## config.mk

```make
export PLATFORM = sky130hd
export DESIGN_NAME = sbd_ctrl
export DESIGN_NICKNAME = d
export VERILOG_FILES = /design/src/sbd_pkg.sv /design/src/sbd_ctrl.sv
export SDC_FILE = /design/constraint.sdc
export NUM_CORES = 1
export LEC_CHECK = 0
export ABC_CLOCK_PERIOD_IN_PS = 8730
export BUFFER_PORTS_ARGS = -buffer_cell sky130_fd_sc_hd__buf_2
export CAP_MARGIN = 20
export CORE_ASPECT_RATIO = 0.75
export CORE_MARGIN = 8
export CORE_UTILIZATION = 35
export CTS_CLUSTER_DIAMETER = 30
export DETAILED_ROUTE_END_ITERATION = 6
export PLACE_DENSITY = 0.53
export SKIP_CTS_REPAIR_TIMING = 1
export SYNTH_ARGS = -nofsm -noshare
export SYNTH_HDL_FRONTEND = slang
export SYNTH_SLANG_ARGS = --single-unit
```

## constraint.sdc

```tcl
create_clock -name clk -period 8.73 [get_ports clk]
set_clock_uncertainty 0.1 [all_clocks]
set_input_delay 1.3095 -clock clk [delete_from_list [all_inputs] [get_ports clk]]
set_output_delay 1.3095 -clock clk [all_outputs]
set_load 0.005 [all_outputs]
```

## src/sbd_pkg.sv

```systemverilog
// Shared types, constants and helper functions of the supersample box downscaler.
package sbd_pkg;

  localparam int MAX_LOGICAL_WIDTH  = 1024;
  localparam int MAX_LOGICAL_HEIGHT = 1024;
  localparam int MAX_FACTOR         = 4;
  localparam int CHANNELS           = 4;

  localparam int DIM_W    = 11;                          // config width of a dimension
  localparam int COL_W    = $clog2(MAX_LOGICAL_WIDTH);   // logical column counter
  localparam int ROW_W    = $clog2(MAX_LOGICAL_HEIGHT);  // logical row counter
  localparam int FACTOR_W = 3;                           // config width of the factor
  localparam int SAMP_W   = $clog2(MAX_FACTOR);          // sample row/column counter
  localparam int SUM_W    = 12;                          // holds 16 * 255
  localparam int CFG_W    = 11;                          // widest register
  localparam int CFG_IDX_W = 2;

  // Register indexes
  localparam logic [CFG_IDX_W-1:0] CFG_LOGICAL_WIDTH  = 2'd0;
  localparam logic [CFG_IDX_W-1:0] CFG_LOGICAL_HEIGHT = 2'd1;
  localparam logic [CFG_IDX_W-1:0] CFG_SCALE_FACTOR   = 2'd2;

  // Reciprocal of nine in 16 fractional bits; exact for every block sum of factor three
  localparam logic [25:0] RECIP_NINE = 26'd7282;

  typedef struct packed {
    logic [7:0] red_in;
    logic [7:0] green_in;
    logic [7:0] blue_in;
    logic [7:0] alpha_in;
  } pixel_in_t;

  typedef struct packed {
    logic [7:0] red_out;
    logic [7:0] green_out;
    logic [7:0] blue_out;
    logic [7:0] alpha_out;
    logic       frame_last;
  } pixel_out_t;

  // Controller to datapath
  typedef struct packed {
    logic              capture;     // latch the item and read its column sums
    logic              write_back;  // store the updated column sums
    logic              load_out;    // load the block mean into the output register
    logic [COL_W-1:0]  col;         // column of the captured item
    logic              first;       // first sample of its block
    logic              frame_last;  // block is the frame's last logical pixel
    logic [SAMP_W-1:0] factor_m1;   // effective factor minus one
  } sbd_cmd_t;

  // Datapath to controller
  typedef struct packed {
    logic out_busy;                 // a result waits and is not taken this cycle
  } sbd_status_t;

  // Effective dimension minus one: zero reads as one, above maximum saturates.
  function automatic logic [COL_W-1:0] dim_m1(input logic [DIM_W-1:0] raw,
                                              input int unsigned max_dim);
    logic [DIM_W-1:0] lim;
    logic [DIM_W-1:0] d;
    lim = DIM_W'(max_dim);
    d   = raw;
    if (raw == '0) begin
      d = DIM_W'(1);
    end else if (raw > lim) begin
      d = lim;
    end
    return COL_W'(d - DIM_W'(1));
  endfunction

  function automatic logic [SAMP_W-1:0] factor_m1(input logic [FACTOR_W-1:0] raw);
    logic [FACTOR_W-1:0] f;
    f = raw;
    if (raw == '0) begin
      f = FACTOR_W'(1);
    end else if (raw > FACTOR_W'(MAX_FACTOR)) begin
      f = FACTOR_W'(MAX_FACTOR);
    end
    return SAMP_W'(f - FACTOR_W'(1));
  endfunction

  // Rounded mean of a block sum over factor squared samples.
  function automatic logic [7:0] block_mean(input logic [SUM_W-1:0] s,
                                            input logic [SAMP_W-1:0] fm1);
    logic [SUM_W:0] r;
    logic [25:0]    p;
    logic [7:0]     m;
    r = '0;
    p = '0;
    m = '0;
    case (fm1)
      2'd0: m = s[7:0];
      2'd1: begin
        r = {1'b0, s} + (SUM_W+1)'(2);
        m = r[9:2];
      end
      2'd2: begin
        r = {1'b0, s} + (SUM_W+1)'(4);
        p = 26'(r) * RECIP_NINE;
        m = p[23:16];
      end
      default: begin
        r = {1'b0, s} + (SUM_W+1)'(8);
        m = r[11:4];
      end
    endcase
    return m;
  endfunction

endpackage

```

## src/sbd_ctrl.sv

```systemverilog
// Controller: configuration registers, raster position counters and sequencing FSM.
module sbd_ctrl (
  input  logic                          clk,
  input  logic                          rst,
  input  logic                          cfg_we,
  input  logic [sbd_pkg::CFG_IDX_W-1:0] cfg_index,
  input  logic [sbd_pkg::CFG_W-1:0]     cfg_data,
  input  logic                          in_valid,
  output logic                          in_ready,
  input  sbd_pkg::sbd_status_t          status,
  output sbd_pkg::sbd_cmd_t             cmd
);
  import sbd_pkg::*;

  localparam logic [1:0] S_IDLE = 2'd0;
  localparam logic [1:0] S_ACC  = 2'd1;
  localparam logic [1:0] S_DIV  = 2'd2;

  logic [1:0]          state, state_next;
  logic [DIM_W-1:0]    width_raw, height_raw;
  logic [FACTOR_W-1:0] factor_raw;
  logic [COL_W-1:0]    wm1;
  logic [ROW_W-1:0]    hm1;
  logic [SAMP_W-1:0]   fm1;
  logic [COL_W-1:0]    lcol, lcol_next;
  logic [ROW_W-1:0]    lrow, lrow_next;
  logic [SAMP_W-1:0]   scol, scol_next, srow, srow_next;
  logic                last_q;
  logic                accept, last_now, restart;

  assign wm1 = dim_m1(width_raw, MAX_LOGICAL_WIDTH);
  assign hm1 = ROW_W'(dim_m1(height_raw, MAX_LOGICAL_HEIGHT));
  assign fm1 = factor_m1(factor_raw);

  assign in_ready = (state == S_IDLE);
  assign accept   = in_valid && in_ready;
  assign last_now = (srow == fm1) && (scol == fm1);
  assign restart  = cfg_we && (cfg_index == CFG_LOGICAL_WIDTH ||
                               cfg_index == CFG_LOGICAL_HEIGHT ||
                               cfg_index == CFG_SCALE_FACTOR);

  always_ff @(posedge clk) begin
    if (rst) begin
      width_raw  <= DIM_W'(1);
      height_raw <= DIM_W'(1);
      factor_raw <= FACTOR_W'(1);
    end else if (cfg_we) begin
      unique case (cfg_index)
        CFG_LOGICAL_WIDTH:  width_raw  <= cfg_data[DIM_W-1:0];
        CFG_LOGICAL_HEIGHT: height_raw <= cfg_data[DIM_W-1:0];
        CFG_SCALE_FACTOR:   factor_raw <= cfg_data[FACTOR_W-1:0];
        default: ;
      endcase
    end
  end

  // Raster walk: sample column, logical column, sample row, logical row.
  always_comb begin
    scol_next = scol;
    lcol_next = lcol;
    srow_next = srow;
    lrow_next = lrow;
    if (scol == fm1) begin
      scol_next = '0;
      if (lcol == wm1) begin
        lcol_next = '0;
        if (srow == fm1) begin
          srow_next = '0;
          lrow_next = (lrow == hm1) ? '0 : lrow + ROW_W'(1);
        end else begin
          srow_next = srow + SAMP_W'(1);
        end
      end else begin
        lcol_next = lcol + COL_W'(1);
      end
    end else begin
      scol_next = scol + SAMP_W'(1);
    end
  end

  always_ff @(posedge clk) begin
    if (rst || restart) begin
      scol <= '0;
      lcol <= '0;
      srow <= '0;
      lrow <= '0;
    end else if (accept) begin
      scol <= scol_next;
      lcol <= lcol_next;
      srow <= srow_next;
      lrow <= lrow_next;
    end
  end

  always_comb begin
    state_next = state;
    unique case (state)
      S_IDLE: if (accept) state_next = S_ACC;
      S_ACC:  state_next = last_q ? S_DIV : S_IDLE;
      S_DIV:  if (!status.out_busy) state_next = S_IDLE;
      default: state_next = S_IDLE;
    endcase
  end

  always_ff @(posedge clk) begin
    if (rst) begin
      state  <= S_IDLE;
      last_q <= 1'b0;
    end else begin
      state <= state_next;
      if (accept) last_q <= last_now;
    end
  end

  always_comb begin
    cmd            = '0;
    cmd.capture    = accept;
    cmd.write_back = (state == S_ACC);
    cmd.load_out   = (state == S_DIV) && !status.out_busy;
    cmd.col        = lcol;
    cmd.first      = (srow == '0) && (scol == '0);
    cmd.frame_last = (lcol == wm1) && (lrow == hm1);
    cmd.factor_m1  = fm1;
  end

endmodule

```

==> results.py <==
metrics = {
    "outcome": {
        "outcome": "completed",
    },
    "die": {
        "start_util": 0.359,
        "die_height_microns": 102,
        "pin_count": 36,
        "core_sq_mm": 0.00966,
        "rows": 31,
        "dieArea_sq_mm": 0.0134,
        "fp.dieW_microns": 131,
    },
    "route": {
        "wire_per_inst_microns": 15.9,
        "via_per_inst": 5.45,
        "drt_first_iter_violations": 297,
        "vias": 3278,
        "drc_errors": 0,
        "ant_nets": 0,
        "drtPass1Iterations": 5,
        "wirelength_microns": 9560,
    },
    "cts": {
        "cts_buffers": 5,
        "path_clk_slew_ns": 0.07,
        "cts.sinks": 52,
        "cts_root_buf": "clkbuf_16",
        "clk_latency_ns": 0.29,
        "cts_max_level": 2,
        "cts_tree": "yes",
        "cts_max_path_buffers": 2,
    },
    "final_layout": {
        "antenna_cells": 0,
        "final_cell_mix": "62 x nor2_1, 52 x dfxtp_1, 35 x buf_2, 33 x a21oi_1, 32 x nand2_1",
        "area_growth_pct": 11.4,
        "mostFrequentLayoutCell": "nor2_1",
        "postLayoutCoreUtil": 0.400,
        "finalNetCount": 492,
        "drive_gt1_frac": 0.122,
    },
    "global_route": {
        "antenna_found_initial": 0,
        "grt_start_max_net_pins": 31,
        "grt_pass1_vias": 2995,
        "grt-ovfl-total": 0,
        "grt_use_total": 0.149,
        "grt_pass1_wl_microns": 15800,
    },
    "power": {
        "leakage_nw": 1.52,
        "peakVddDrop_mv": 0.0715,
        "cellPowerDensity_mw_per_mm2": 144,
        "power.total_w": 0.000556,
    },
    "logic_synthesis": {
        "muxShareOfSynthArea": 0.0548,
        "synth.area.top_cells": "dfxtp_1 30%, nor2_1 6.7%, mux2i_1 5.5%",
        "synth-edff-count": 0,
        "synth_top_family_by_area": "simple AND/OR/NAND/NOR gates",
        "ys_async_sr_fraction": 0,
        "synth_area_sq_mm": 0.00347,
        "ys_seq_area_frac": 0.300,
        "synth.avg_cell_area_sq_um": 7.74,
        "yosys.cell_types.count": 64,
        "postSynthCellCount": 448,
        "synth_top_cell_by_area": "dfxtp_1",
        "yosysTopAreaCellShare": 0.300,
        "synth-seq-cells": 52,
        "synthesis.nets": 472,
        "synth_compound_area_frac": 0.179,
        "synthAdderAreaFrac": 0.0216,
        "synth-simple-area-share": 0.328,
        "ys_warn_count": 0,
        "ys.flop_type": "dfxtp_1",
        "synth_xor_area_frac": 0.0678,
    },
    "hold_path": {
        "min_delay_path_depth": 2,
        "hp-class": "reg -> reg",
        "holdCritStartpoint": "last_q",
    },
    "timing": {
        "tns_ns": 0,
        "finalSetupViolations": 0,
        "setup_slack_ns": 3.58,
        "fin_crit_sh": 0.590,
        "finalHoldViolations": 0,
        "grt_setup_unrepaired": "false",
        "max_slew_margin": 0.509,
        "fmax_mhz": 194,
        "worst_pin_slew_ns": 0.735,
        "period_needed_ns": 5.15,
        "timing.final.max_slew_violations": 0,
    },
    "setup_path": {
        "rr_startpoint": "width_raw[10]",
        "critPathCaptureType": "output port",
        "cp_data_required_time_ns": 7.32,
        "critPathLaunchType": "register",
        "cp_max_fo": 7,
        "rr_worst_depth": 11,
        "critPathLaunch": "height_raw[0]",
        "arrival_ns": 3.74,
        "crit_type": "reg -> out",
    },
    "place": {
        "place_ws_ns": 3.94,
        "portBuffers": 35,
        "gp_congestion": 0.869,
        "dpl.hpwl_microns": 7370,
    },
    "job": {
        "maxCapViolCount": 0,
    },
}
==> power by group <==
group | switching (W) | total (W) | internal, W | leakage [nW]
clock | 0.0000895 | 0.000197 | 0.000107 | 0.0712
combinational | 0.0000610 | 0.000105 | 0.0000436 | 1.03
sequential | 0.0000110 | 0.000254 | 0.000243 | 0.422
total | 0.000162 | 0.000556 | 0.000394 | 1.52
==> synthesized netlist by cell type (4+ instances only) <==
cell type	count
nand4_1	5
mux2i_1	19
dfxtp_1	52
nand3_1	15
nand2_1	32
nand2b_1	4
clkbuf_1	13
ha_1	6
o22ai_1	4
nand3b_1	6
xor2_1	9
nand4b_1	4
inv_1	17
a211oi_1	4
nor3_1	13
a211o_1	4
buf_2	5
nor3b_1	4
or3_1	16
and3_1	9
xnor2_1	16
o21ai_0	15
nor2b_1	16
a21o_1	5
nor2_1	62
a21oi_1	33
==> worst max-delay path, stage by stage (launching register included) <==
cell	delay [ns]
dfxtp_1	0.36
nor4_1	0.66
and3_1	0.31
o21ai_0	0.10
ha_1	0.32
xnor2_1	0.12
a211o_1	0.26
a2111oi_0	0.30
nand4b_1	0.14
or4_1	0.62
nor2_1	0.14
buf_2	0.13
==> metal layers <==
| layer | wire length [microns] | vias to the layer above | track usage | part of all wire |
|---|---|---|---|---|
| li1 | - | 1657 | - | - |
| met2 | 3710 | 91 | 0.200 | 0.39 |
| met5 | 0 | - | 0 | 0 |
| met3 | 582 | 2 | 0.0355 | 0.061 |
| met1 | 5220 | 1528 | 0.230 | 0.55 |
| met4 | 41 | 0 | 0.0273 | 0.0043 |
==> stage by stage <==
stage	cell area, sq um	std cells	hold slack, ns
after global placement	3710	592	0.354
after floorplan	3470	448	0.332
after global routing	3860	601	0.408
final	3860	601	0.365
after CTS	3850	600	0.375
after detailed placement	3710	592	0.362
==> state kept, by name, summed over array words and instances, names as in the netlist <==
register,cells
width_raw,11
lrow,10
factor_raw,3
state,2
scol,2
height_raw,11
last_q,1
lcol,10
srow,2
==> cell type report <==
type | count | area [sq um]
Tap cell | 132 | 165
Fill cell | 989 | 5790
Inverter | 17 | 63.8
Timing Repair Buffer | 36 | 186
Clock inverter | 2 | 13.8
Clock buffer | 6 | 129
Sequential cell | 52 | 1040
Multi-Input combinational cell | 356 | 2260
==> final timing paths <==
path	endpoint	slack (ns)
worst max-delay path	cmd[2]	3.58
worst max register to register	lrow[6]	4.34
worst min-delay path	state[1]	0.36
worst min register to register	state[1]	0.36
==> cells by family after synthesis <==
logic type | count (synthesis)
simple gates | 210
compound gates | 95
flops | 52
buf+inv | 40
xor+xnor | 26
mux | 19
fa+ha+maj | 6
Note: power is estimated with default switching activity, not from simulation.
